$ cat config.mk
export PLATFORM = sky130hd
export DESIGN_NAME = owned_page_frame_allocator
export DESIGN_NICKNAME = d
export VERILOG_FILES = /design/src/rtl/opfa_pkg.sv /design/src/rtl/opfa_datapath.sv /design/src/rtl/opfa_controller.sv /design/src/rtl/owned_page_frame_allocator.sv
export SDC_FILE = /design/constraint.sdc
export NUM_CORES = 1
export LEC_CHECK = 0
export ABC_AREA = 0
export BUFFER_PORTS_ARGS = -buffer_cell sky130_fd_sc_hd__buf_2
export CORE_ASPECT_RATIO = 1.4
export CORE_MARGIN = 3
export CORE_UTILIZATION = 30
export CTS_CLUSTER_DIAMETER = 150
export DETAILED_ROUTE_END_ITERATION = 8
export PLACE_DENSITY = 0.52
export SETUP_SLACK_MARGIN = 0.02
export SLEW_MARGIN = 40
export SYNTH_ARGS = -nofsm -noshare
export SYNTH_HDL_FRONTEND = slang
export SYNTH_SLANG_ARGS = --single-unit
export TNS_END_PERCENT = 1
$ cat constraint.sdc
create_clock -name clock -period 7 [get_ports clock]
set_input_delay 0.7 -clock clock [delete_from_list [all_inputs] [get_ports clock]]
set_output_delay 0.7 -clock clock [all_outputs]
set_load 0.02 [all_outputs]
$ cat src/rtl/opfa_pkg.sv
`default_nettype none

package opfa_pkg;

   localparam int PAGES = 64;
   localparam int PAGE_BYTES = 2048;
   localparam int PAGE_SHIFT = $clog2(PAGE_BYTES);
   localparam int IDX_W = (PAGES > 1) ? $clog2(PAGES) : 1;
   localparam int CNT_W = $clog2(PAGES + 1);
   localparam int PIU_W = 7;
   localparam logic [PIU_W-1:0] PAGES_IN_USE_RESET = 7'd64;

   typedef enum logic [1:0] {
      REQ_ALLOC   = 2'd0,
      REQ_FREE    = 2'd1,
      REQ_RELEASE = 2'd2,
      REQ_NOP     = 2'd3
   } req_kind_type;

   typedef enum logic [1:0] {
      ST_OK         = 2'd0,
      ST_NO_FREE    = 2'd1,
      ST_MISALIGNED = 2'd2,
      ST_OUTSIDE    = 2'd3
   } status_type;

   typedef enum logic [0:0] {
      CSR_HEAP_BASE    = 1'b0,
      CSR_PAGES_IN_USE = 1'b1
   } csr_index_type;

   typedef enum logic [2:0] {
      S_IDLE,
      S_ALLOC,
      S_FREE,
      S_RELEASE,
      S_RESP
   } state_type;

   typedef struct packed {
      req_kind_type req_type;
      logic [7:0]   owner_tag;
      logic [31:0]  page_addr_in;
   } req_word_type;

   typedef struct packed {
      logic [31:0] page_addr_out;
      status_type  status;
   } rsp_word_type;

   typedef struct packed {
      logic load;
      logic alloc_step;
      logic free_exec;
      logic rel_step;
   } ctrl_cmd_type;

   typedef struct packed {
      logic alloc_done;
      logic rel_done;
   } dp_stat_type;

endpackage

`default_nettype wire

$ cat src/rtl/opfa_datapath.sv
`default_nettype none

module opfa_datapath import opfa_pkg::*; (
   input  wire logic          clock,
   input  wire logic          reset,
   input  wire logic          csr_valid,
   output logic               csr_ready,
   input  wire csr_index_type csr_index,
   input  wire logic [31:0]   csr_data,
   input  wire req_word_type  req_word,
   input  wire ctrl_cmd_type  cmd,
   output dp_stat_type        stat,
   output rsp_word_type       rsp_word
);

   logic [31:0]      base_ff, base_in;
   logic [PIU_W-1:0] count_ff, count_in;
   logic [PAGES-1:0] used_ff, used_in;
   logic             chk_vld_ff, chk_vld_in;

   logic [CNT_W-1:0] idx_ff, idx_in;
   logic [IDX_W-1:0] chk_idx_ff, chk_idx_in;
   logic [7:0]       tag_ff, tag_in;
   logic [31:0]      req_addr_ff, req_addr_in;
   logic [31:0]      rsp_addr_ff, rsp_addr_in;
   status_type       rsp_status_ff, rsp_status_in;
   logic [7:0]       owner_rd_ff;

   logic [7:0]       owner_mem [PAGES];

   logic [CNT_W-1:0] managed;
   logic             scan_end;
   logic [IDX_W-1:0] cur;
   logic [31:0]      offs;
   logic [31:0]      offs_page;
   logic             misaligned;
   logic             outside;
   logic [31:0]      alloc_addr;
   logic             owner_we;

   assign csr_ready = 1'b1;

   assign managed = (32'(count_ff) > 32'(PAGES)) ? CNT_W'(PAGES) : CNT_W'(count_ff);
   assign scan_end = (idx_ff >= managed);
   assign cur = idx_ff[IDX_W-1:0];
   assign offs = req_addr_ff - base_ff;
   assign offs_page = offs >> PAGE_SHIFT;
   assign misaligned = (offs[PAGE_SHIFT-1:0] != '0);
   assign outside = (offs_page >= 32'(managed));
   assign alloc_addr = base_ff + (32'(idx_ff) << PAGE_SHIFT);
   assign owner_we = cmd.alloc_step && !scan_end && !used_ff[cur];

   assign stat.alloc_done = scan_end || !used_ff[cur];
   assign stat.rel_done = scan_end && !chk_vld_ff;

   assign rsp_word.page_addr_out = rsp_addr_ff;
   assign rsp_word.status = rsp_status_ff;

   always_comb begin
      base_in = base_ff;
      count_in = count_ff;
      used_in = used_ff;
      chk_vld_in = chk_vld_ff;
      idx_in = idx_ff;
      chk_idx_in = chk_idx_ff;
      tag_in = tag_ff;
      req_addr_in = req_addr_ff;
      rsp_addr_in = rsp_addr_ff;
      rsp_status_in = rsp_status_ff;

      if (csr_valid) begin
         unique case (csr_index)
            CSR_HEAP_BASE: base_in = csr_data;
            CSR_PAGES_IN_USE: count_in = csr_data[PIU_W-1:0];
            default: base_in = base_ff;
         endcase
      end

      if (cmd.load) begin
         idx_in = '0;
         chk_vld_in = 1'b0;
         tag_in = req_word.owner_tag;
         req_addr_in = req_word.page_addr_in;
         rsp_addr_in = '0;
         rsp_status_in = ST_OK;
      end

      if (cmd.alloc_step) begin
         priority if (scan_end) begin
            rsp_status_in = ST_NO_FREE;
         end else if (!used_ff[cur]) begin
            used_in[cur] = 1'b1;
            rsp_addr_in = alloc_addr;
         end else begin
            idx_in = idx_ff + 1'b1;
         end
      end

      if (cmd.free_exec) begin
         priority if (misaligned) begin
            rsp_status_in = ST_MISALIGNED;
         end else if (outside) begin
            rsp_status_in = ST_OUTSIDE;
         end else begin
            used_in[offs_page[IDX_W-1:0]] = 1'b0;
         end
      end

      if (cmd.rel_step) begin
         // The owner read issued for one page is registered and checked in the next cycle.
         if (!scan_end) begin
            chk_vld_in = 1'b1;
            chk_idx_in = cur;
            idx_in = idx_ff + 1'b1;
         end else begin
            chk_vld_in = 1'b0;
         end
         if (chk_vld_ff && used_ff[chk_idx_ff] && (owner_rd_ff == tag_ff)) begin
            used_in[chk_idx_ff] = 1'b0;
         end
      end
   end

   always_ff @(posedge clock) begin
      if (reset) begin
         base_ff <= '0;
         count_ff <= PAGES_IN_USE_RESET;
         used_ff <= '0;
         chk_vld_ff <= 1'b0;
      end else begin
         base_ff <= base_in;
         count_ff <= count_in;
         used_ff <= used_in;
         chk_vld_ff <= chk_vld_in;
      end
   end

   always_ff @(posedge clock) begin
      idx_ff <= idx_in;
      chk_idx_ff <= chk_idx_in;
      tag_ff <= tag_in;
      req_addr_ff <= req_addr_in;
      rsp_addr_ff <= rsp_addr_in;
      rsp_status_ff <= rsp_status_in;
   end

   // Owner tags are only ever checked for pages marked in use, so the store needs no clearing.
   always_ff @(posedge clock) begin
      if (owner_we) begin
         owner_mem[cur] <= tag_ff;
      end
      owner_rd_ff <= owner_mem[cur];
   end

endmodule

`default_nettype wire

$ cat src/rtl/opfa_controller.sv
`default_nettype none

module opfa_controller import opfa_pkg::*; (
   input  wire logic         clock,
   input  wire logic         reset,
   input  wire logic         req_valid,
   output logic              req_stall,
   input  wire req_kind_type req_kind,
   output logic              rsp_valid,
   input  wire logic         rsp_stall,
   output ctrl_cmd_type      cmd,
   input  wire dp_stat_type  stat
);

   state_type state_ff, state_in;

   always_comb begin
      state_in = state_ff;
      unique case (state_ff)
         S_IDLE: begin
            if (req_valid) begin
               unique case (req_kind)
                  REQ_ALLOC: state_in = S_ALLOC;
                  REQ_FREE: state_in = S_FREE;
                  REQ_RELEASE: state_in = S_RELEASE;
                  REQ_NOP: state_in = S_RESP;
                  default: state_in = S_RESP;
               endcase
            end
         end
         S_ALLOC: begin
            if (stat.alloc_done) begin
               state_in = S_RESP;
            end
         end
         S_FREE: state_in = S_RESP;
         S_RELEASE: begin
            if (stat.rel_done) begin
               state_in = S_RESP;
            end
         end
         S_RESP: begin
            if (!rsp_stall) begin
               state_in = S_IDLE;
            end
         end
         default: state_in = S_IDLE;
      endcase
   end

   always_comb begin
      req_stall = (state_ff != S_IDLE);
      rsp_valid = (state_ff == S_RESP);
      cmd.load = (state_ff == S_IDLE) && req_valid;
      cmd.alloc_step = (state_ff == S_ALLOC);
      cmd.free_exec = (state_ff == S_FREE);
      cmd.rel_step = (state_ff == S_RELEASE);
   end

   always_ff @(posedge clock) begin
      if (reset) begin
         state_ff <= S_IDLE;
      end else begin
         state_ff <= state_in;
      end
   end

endmodule

`default_nettype wire

$ cat src/rtl/owned_page_frame_allocator.sv
`default_nettype none

// Port group   Handshake            Word
// req_         req_valid/req_stall  req_word   (request type, owner tag, page address)
// rsp_         rsp_valid/rsp_stall  rsp_word   (allocated address, status)
// csr_         csr_valid/csr_ready  csr_index, csr_data
//
// One request is handled at a time; the page table is walked one page per cycle.
// Allocate offers its word once the walk reaches the first free page (or passes the last
// managed page when none is free); free checks its address once, the ignored type goes
// straight to its result. Release-owner walks every managed page: owner reads are registered.
// Synchronous reset frees every page at once; no clearing pass is needed.
// While a result word is stalled, req_stall stays high.

module owned_page_frame_allocator import opfa_pkg::*; (
   input  wire logic          clock,
   input  wire logic          reset,
   input  wire logic          req_valid,
   output logic               req_stall,
   input  wire req_word_type  req_word,
   output logic               rsp_valid,
   input  wire logic          rsp_stall,
   output rsp_word_type       rsp_word,
   input  wire logic          csr_valid,
   output logic               csr_ready,
   input  wire csr_index_type csr_index,
   input  wire logic [31:0]   csr_data
);

   ctrl_cmd_type cmd;
   dp_stat_type  stat;

   opfa_controller u_controller (
      .clock     (clock),
      .reset     (reset),
      .req_valid (req_valid),
      .req_stall (req_stall),
      .req_kind  (req_word.req_type),
      .rsp_valid (rsp_valid),
      .rsp_stall (rsp_stall),
      .cmd       (cmd),
      .stat      (stat)
   );

   opfa_datapath u_datapath (
      .clock     (clock),
      .reset     (reset),
      .csr_valid (csr_valid),
      .csr_ready (csr_ready),
      .csr_index (csr_index),
      .csr_data  (csr_data),
      .req_word  (req_word),
      .cmd       (cmd),
      .stat      (stat),
      .rsp_word  (rsp_word)
   );

endmodule

`default_nettype wire

==> impl_metrics.json, run 1 <==
{
  "wire_per_inst_um": 27.3,
  "async_flop_share_pct": 0,
  "finalSetupTns_ps": 0,
  "worstRegToRegCells": 19,
  "dieArea_um2": 109000,
  "crit_family": "simple AND/OR/NAND/NOR gates",
  "critPathCaptureType": "flip-flop",
  "syn_inst": 2525,
  "switching_share_pct": 32.0,
  "grt_max_degree": 67,
  "clk_latency_ps": 640,
  "finClkSkew_ps": 35.2,
  "hold_path_depth": 1,
  "finalCritPeriodShare_pct": 74.0,
  "yosysUniqueCellTypes": 96,
  "syn-num-nets": 2663,
  "timing.rr.end": "u_datapath.used_ff[11]$_SDFF_PP0_",
  "rsz0062_at_grt": "no",
  "yosys-top-cells-area": "edfxtp_1 (53%), dfxtp_1 (9.9%), a22oi_1 (3.4%), a21oi_1 (2.3%), ha_1 (2.2%)",
  "cts.sinks": 714,
  "grt_pass1_vias": 23100,
  "p_sw_mw": 3.69,
  "start_util_pct": 30.3,
  "maxSlewHeadroom_pct": 39.7,
  "slowest_stage": "nor4_4",
  "r2r_slack_ps": 1820,
  "num_rows": 140,
  "crit_path_frequent_cell": "ha_1",
  "clkTransAtPathRegs_ps": 60,
  "drive_above_1_share_pct": 18.6,
  "pwr_density_cell_nw_per_um2": 312,
  "place_hpwl_um": 76700,
  "irDropWorstVdd_mv": 0.210,
  "final_nets": 2803,
  "synth_area_um2": 31700,
  "synthToLayoutAreaGrowth_pct": 16.7,
  "antenna_found_initial": 4,
  "internal-power_mw": 7.85,
  "yosys_warnings": 0,
  "routed_wl_um": 111000,
  "synth_flop_cell": "edfxtp_1",
  "ys_seq_area_share_pct": 62.8,
  "fill_cells": 10200,
  "synth_enable_flop_cells": 558,
  "tightest_slew_ps": 901,
  "track_usage_pct": 19.9,
  "drv_cap": 0,
  "dieWidth_um": 281,
  "tritoncts": "built",
  "min_to": "u_datapath.req_addr_ff[11]$_DFFE_PP_",
  "first_iter_violations": 2055,
  "crit_fanout": 12,
  "ys_seq_elements": 714,
  "p_leak_nw": 11.9,
  "setup_viol": 0,
  "place_congestion": 0.960,
  "final_core_util_pct": 35.4,
  "path_cells": "inv_1, ha_1, fa_1, and2b_1, o2111a_1, o211ai_1, a211o_1, a21boi_0, nor2_1, ha_1, a21o_1, a21oi_1, and4b_1, nand4_1, nor4_1, nand4b_2, nor4_4, buf_4, a211oi_1",
  "arrival_ps": 5670,
  "slew_violations": 0,
  "cts_setup_buffers": 0,
  "reg2reg_from": "u_datapath.req_addr_ff[0]$_DFFE_PP_",
  "drtAntennaViolNets": 0,
  "seqPwrFrac_pct": 43.7,
  "grt_first_pass_wirelength_um": 161000,
  "clkPwrFrac_pct": 33.8,
  "path_class": "flip-flop to flip-flop",
  "hold_viol": 0,
  "synth_area_leader_cell": "edfxtp_1",
  "cp.required_ps": 7490,
  "ctsHoldBuffers": 0,
  "synth_top_cell_area_share_pct": 52.9,
  "drc_errors": 0,
  "htreeDepth": 3,
  "worstSetupStartpointType": "flip-flop",
  "cp.depth": 19,
  "combinationalPowerShare_pct": 22.6,
  "io_buffers": 115,
  "num_vias": 23000,
  "syn_avg_cell_area_um2": 12.5,
  "post-route-min-period_ps": 5180,
  "root_buffer": "clkbuf_16",
  "hold_start": "req_word[11]",
  "cpPeakStageDelay_ps": 510,
  "die_h_um": 390,
  "cts.path.max_buffers": 3,
  "outcome": "complete, no violations",
  "numCtsBuffers": 72,
  "routed_via_density": 5.64,
  "hold_path_class": "input pin to flip-flop",
  "core_area_um2": 104000,
  "cts_resized": 0,
  "fmax_mhz": 193,
  "critPathBufInv": 2,
  "first_pass_iters": 6,
  "top_level_ports": 117,
  "grt.overflow.total": 0
}
## cell usage after synthesis (all sizes together), types with 24 or more instances
master and n:
edfxtp 558, o21bai 30, buf 65, a31oi 56, dfxtp 156, nor3 50, a21oi 161, xnor2 25
nand2 170, a22o 49, ha 56, a21o 24, o21ai 124, a22oi 142, inv 63, clkbuf 109
nand3 95, nor4 84, nor2 84, a221oi 60, mux2 28
## cell families (layout without fill, tap and decap cells)
kind of cell | Yosys count | after routing | share of synthesized area [%]
buffers and inverters | 237 | 437 | 3.08
other | 1 | 2 | 0.0118
adder cells (fa/ha/maj) | 58 | 58 | 2.34
flip-flops | 714 | 714 | 62.8
XOR/XNOR | 40 | 40 | 1.11
multiplexers | 51 | 51 | 2.16
AND/OR/NAND/NOR | 631 | 631 | 10.9
AO/OA/AOI/OAI | 793 | 793 | 17.5
## cell usage in the layout, fill, tap and decap left out, types with 49 or more instances in the layout
cell type | Yosys | routed
edfxtp_1 | 558 | 558
nand2_1 | 170 | 167
dfxtp_1 | 156 | 154
a21oi_1 | 148 | 148
a22oi_1 | 142 | 142
buf_4 | 2 | 122
buf_2 | 30 | 115
o21ai_0 | 114 | 113
nand3_1 | 95 | 95
nor2_1 | 84 | 83
clkbuf_16 | 0 | 75
inv_1 | 63 | 61
a221oi_1 | 60 | 60
ha_1 | 56 | 56
a31oi_1 | 55 | 55
a22o_1 | 49 | 49
## power groups by stage
stage | Sequential, mW | Clock, mW | Combinational [mW]
2_1_floorplan | 5.20 | 0 | 1.48
3_3_place_gp | 5.12 | 0 | 2.56
3_5_place_dp | 5.13 | 0 | 2.60
4_1_cts | 5.04 | 3.96 | 2.60
5_1_grt | 5.05 | 4.13 | 2.80
6_report | 5.04 | 3.89 | 2.60
## worst max path at each step
stage,start,to,slack (ps)
2_1_floorplan,u_datapath.req_addr_ff[0]$_DFFE_PP_,u_datapath.used_ff[31]$_SDFF_PP0_,2700
3_3_place_gp,u_datapath.req_addr_ff[0]$_DFFE_PP_,u_datapath.used_ff[19]$_SDFF_PP0_,1560
3_5_place_dp,u_datapath.req_addr_ff[0]$_DFFE_PP_,u_datapath.used_ff[11]$_SDFF_PP0_,1880
4_1_cts,u_datapath.req_addr_ff[0]$_DFFE_PP_,u_datapath.used_ff[11]$_SDFF_PP0_,1850
5_1_grt,u_datapath.req_addr_ff[0]$_DFFE_PP_,u_datapath.used_ff[12]$_SDFF_PP0_,1550
6_report,u_datapath.req_addr_ff[0]$_DFFE_PP_,u_datapath.used_ff[11]$_SDFF_PP0_,1820
## per-stage QoR
step	instances	setup slack, ps	hold WS [ps]	cell area [um^2]	total power [mW]
after floorplan	2525	2700	432	31700	6.68
after CTS	4072	1850	201	36900	11.6
after global routing	4074	1550	219	36900	12.0
after global placement	3918	1560	446	34300	7.69
after detailed placement	3938	1880	449	34500	7.73
final	4075	1820	237	36900	11.5
## sequential cells by signal, indices dropped and copies added, names as in the netlist
| signal | flops |
|---|---|
| u_datapath.used_ff | 64 |
| u_datapath.count_ff | 7 |
| u_datapath.base_ff | 32 |
| u_datapath.owner_rd_ff | 8 |
| u_datapath.owner_mem | 512 |
| u_datapath.rsp_addr_ff | 32 |
| u_controller.state_ff | 3 |
| u_datapath.chk_idx_ff | 6 |
| u_datapath.tag_ff | 8 |
| u_datapath.chk_vld_ff | 1 |
| u_datapath.req_addr_ff | 32 |
| u_datapath.rsp_status_ff | 2 |
| u_datapath.idx_ff | 7 |
## routing by layer
layer	track usage, %	part of all wire [%]	routed length (um)	up-vias
li1	-	-	-	10300
met1	22.9	38	41900	11600
met2	36.1	52	57700	856
met3	2.75	5.3	5850	210
met4	9.59	5.0	5590	4
met5	0	0.028	31	-
## layout make-up
type                    instances  area (um^2)  area share [%]
clock inverters                39          363           0.982
flip-flops and latches        714        19900            53.8
clock buffers                  95         2010            5.45
inverters                      63          239           0.647
diodes                          1         2.50         0.00678
repair buffers                240         1540            4.18
multi-input cells            1574        11200            30.3
well taps                    1349         1690            4.57
Power figures use the tool's default switching activity.
==> run 2, diff against run 1 <==
==> constraint.sdc (replaced) <==
create_clock -name clock -period 5.1 [get_ports clock]
set_input_delay 0.51 -clock clock [delete_from_list [all_inputs] [get_ports clock]]
set_output_delay 0.51 -clock clock [all_outputs]
set_load 0.02 [all_outputs]
==> run 2 against run 1 <==
Against the previous run:
- critical path depth unchanged
- fmax increased by 12%
- flip-flop and latch count unchanged
- die area unchanged
- clock skew decreased by 2.3 ps
- via count increased by 0.69%
- final cell count increased by 1.3%
- first-iteration DRC count increased by 2.9%
- register-to-register slack got worse by 1300 ps
- clock power increased by 37%
- total power increased by 38%
- critical path type unchanged
- largest power group unchanged
==> impl_metrics.json, run 2 (synthesis gave the netlist of run 1 again) <==
{
  "tritoncts": "built",
  "place_congestion": 0.921,
  "dp_cells": 3966,
  "cp.required_ps": 5600,
  "outcome": "complete, no violations",
  "final_nets": 2861,
  "cts.path.max_buffers": 3,
  "grt_max_degree": 67,
  "num_rows": 140,
  "p_leak_nw": 12.2,
  "combinationalPowerShare_pct": 23.0,
  "path_class": "flip-flop to flip-flop",
  "hold_path_class": "input pin to flip-flop",
  "routed_via_density": 5.60,
  "fill_cells": 10200,
  "clkPwrFrac_pct": 33.5,
  "placed_area_um2": 34700,
  "drtAntennaViolNets": 0,
  "die_h_um": 390,
  "crit_fanout": 16,
  "drv_cap": 0,
  "htreeDepth": 3,
  "start_util_pct": 30.3,
  "wire_per_inst_um": 27.3,
  "antenna_found_initial": 4,
  "top_register": "u_datapath.owner_mem",
  "drc_errors": 0,
  "finalCritPeriodShare_pct": 90.5,
  "switching_share_pct": 31.9,
  "fin_cells": 4128,
  "post-route-min-period_ps": 4620,
  "setup_viol": 0,
  "synthToLayoutAreaGrowth_pct": 18.0,
  "num_vias": 23100,
  "fmax_mhz": 217,
  "tightest_slew_ps": 877,
  "seqPwrFrac_pct": 43.5,
  "place_hpwl_um": 79500,
  "final_common_cell": "edfxtp_1",
  "core_area_um2": 104000,
  "final_cell_mix": "edfxtp_1 (558), nand2_1 (168), dfxtp_1 (154)",
  "seq_area_um2": 19900,
  "dieWidth_um": 281,
  "arrival_ps": 5120,
  "track_usage_pct": 20.3,
  "clk_latency_ps": 650,
  "grt_first_pass_wirelength_um": 163000,
  "worstSetupStartpointType": "flip-flop",
  "top_level_ports": 117,
  "io_buffers": 115,
  "reg_top3": "u_datapath.owner_mem: 512 flops, u_datapath.used_ff: 64 flops",
  "critPathCaptureType": "flip-flop",
  "p_sw_mw": 5.07,
  "maxSlewHeadroom_pct": 41.5,
  "root_buffer": "clkbuf_16",
  "cts_setup_buffers": 0,
  "clkTransAtPathRegs_ps": 60,
  "pwr_density_cell_nw_per_um2": 425,
  "grt.overflow.total": 0,
  "numCtsBuffers": 72,
  "first_iter_violations": 2114,
  "multiInputGateArea_um2": 11000,
  "finalSetupTns_ps": 0,
  "slew_violations": 0,
  "largest_reg_flops": 512,
  "first_pass_iters": 6,
  "final_core_util_pct": 35.8,
  "routed_wl_um": 112000,
  "hold_viol": 0,
  "stdcell_area_um2": 37300,
  "drive_above_1_share_pct": 18.8,
  "cts.sinks": 714,
  "irDropWorstVdd_mv": 0.299,
  "dieArea_um2": 109000,
  "finClkSkew_ps": 32.9,
  "power_mw": 15.9,
  "internal-power_mw": 10.8,
  "grt_pass1_vias": 23600,
  "rsz0062_at_grt": "no"
}
run 2: cell types whose count changed in the layout (fill, tap and decap cells not counted), sizes merged:
cell,before,now
clkinv,24,27
dlygate4sd3,0,32
inv,69,66
buf,240,266
bufinv,4,6
clkbuf,95,88
run 2: area by class of cell:
type | instances | share of cell area [%]
sequential | 714 | 53.2
multi-input combinational | 1574 | 29.6
clock inverter | 41 | 1.14
timing repair buffer | 298 | 5.76
antenna | 1 | 0.00670
inverter | 63 | 0.640
tap | 1349 | 4.52
clock buffer | 88 | 5.10
run 2: critical path: stages (launching register included):
cell	delay [ps]
edfxtp_1	330
inv_1	40
ha_1	220
fa_1	470
and2b_1	230
o2111a_1	230
o211ai_1	150
a211o_1	380
a21boi_1	260
nor2_1	90
ha_1	320
a21o_1	170
a21oi_1	170
and4b_1	200
nand4_1	110
nor4_2	200
nand4b_2	270
nor4_4	260
buf_4	260
a21oi_1	100
run 2: power groups by stage:
stage	logic, mW	registers [mW]	clock network, mW
4_1_cts	3.67	6.91	5.46
2_1_floorplan	2.03	7.14	0
6_report	3.66	6.91	5.32
5_1_grt	3.95	6.92	5.66
3_3_place_gp	3.61	7.03	0
3_5_place_dp	3.64	7.03	0
run 2: metal layers:
metal  vias up  track usage (%)  wire length, um
met5         -                0               27
met4         4             9.67             5310
met3       210             2.56             5850
met2       893             37.7            59500
met1     11700             22.7            41900
li1      10400                -                -
run 2: path summary, 6_finish.rpt:
check	from	endpoint	slack [ps]	cells past startpoint
setup / recovery	u_datapath.req_addr_ff[0]$_DFFE_PP_	u_datapath.used_ff[6]$_SDFF_PP0_	480	19
setup reg to reg	u_datapath.req_addr_ff[0]$_DFFE_PP_	u_datapath.used_ff[6]$_SDFF_PP0_	480	19
hold / removal	req_word[20]	u_datapath.req_addr_ff[20]$_DFFE_PP_	50	1
hold reg to reg	u_datapath.base_ff[24]$_SDFFE_PP0P_	u_datapath.base_ff[24]$_SDFFE_PP0P_	460	2
run 2: metrics by stage:
step           hold WS [ps]  setup slack [ps]
2_1_floorplan           432               801
3_3_place_gp            444               289
3_5_place_dp            448               293
4_1_cts               0.795               261
5_1_grt                18.7              79.0
6_report               50.7               483
run 2: timing repair:
item,4_1_cts,5_1_grt
hold buffers,32,0
hold endpoints to repair,32,0
endpoints found under the setup margin,0,48
gates resized for setup,0,2
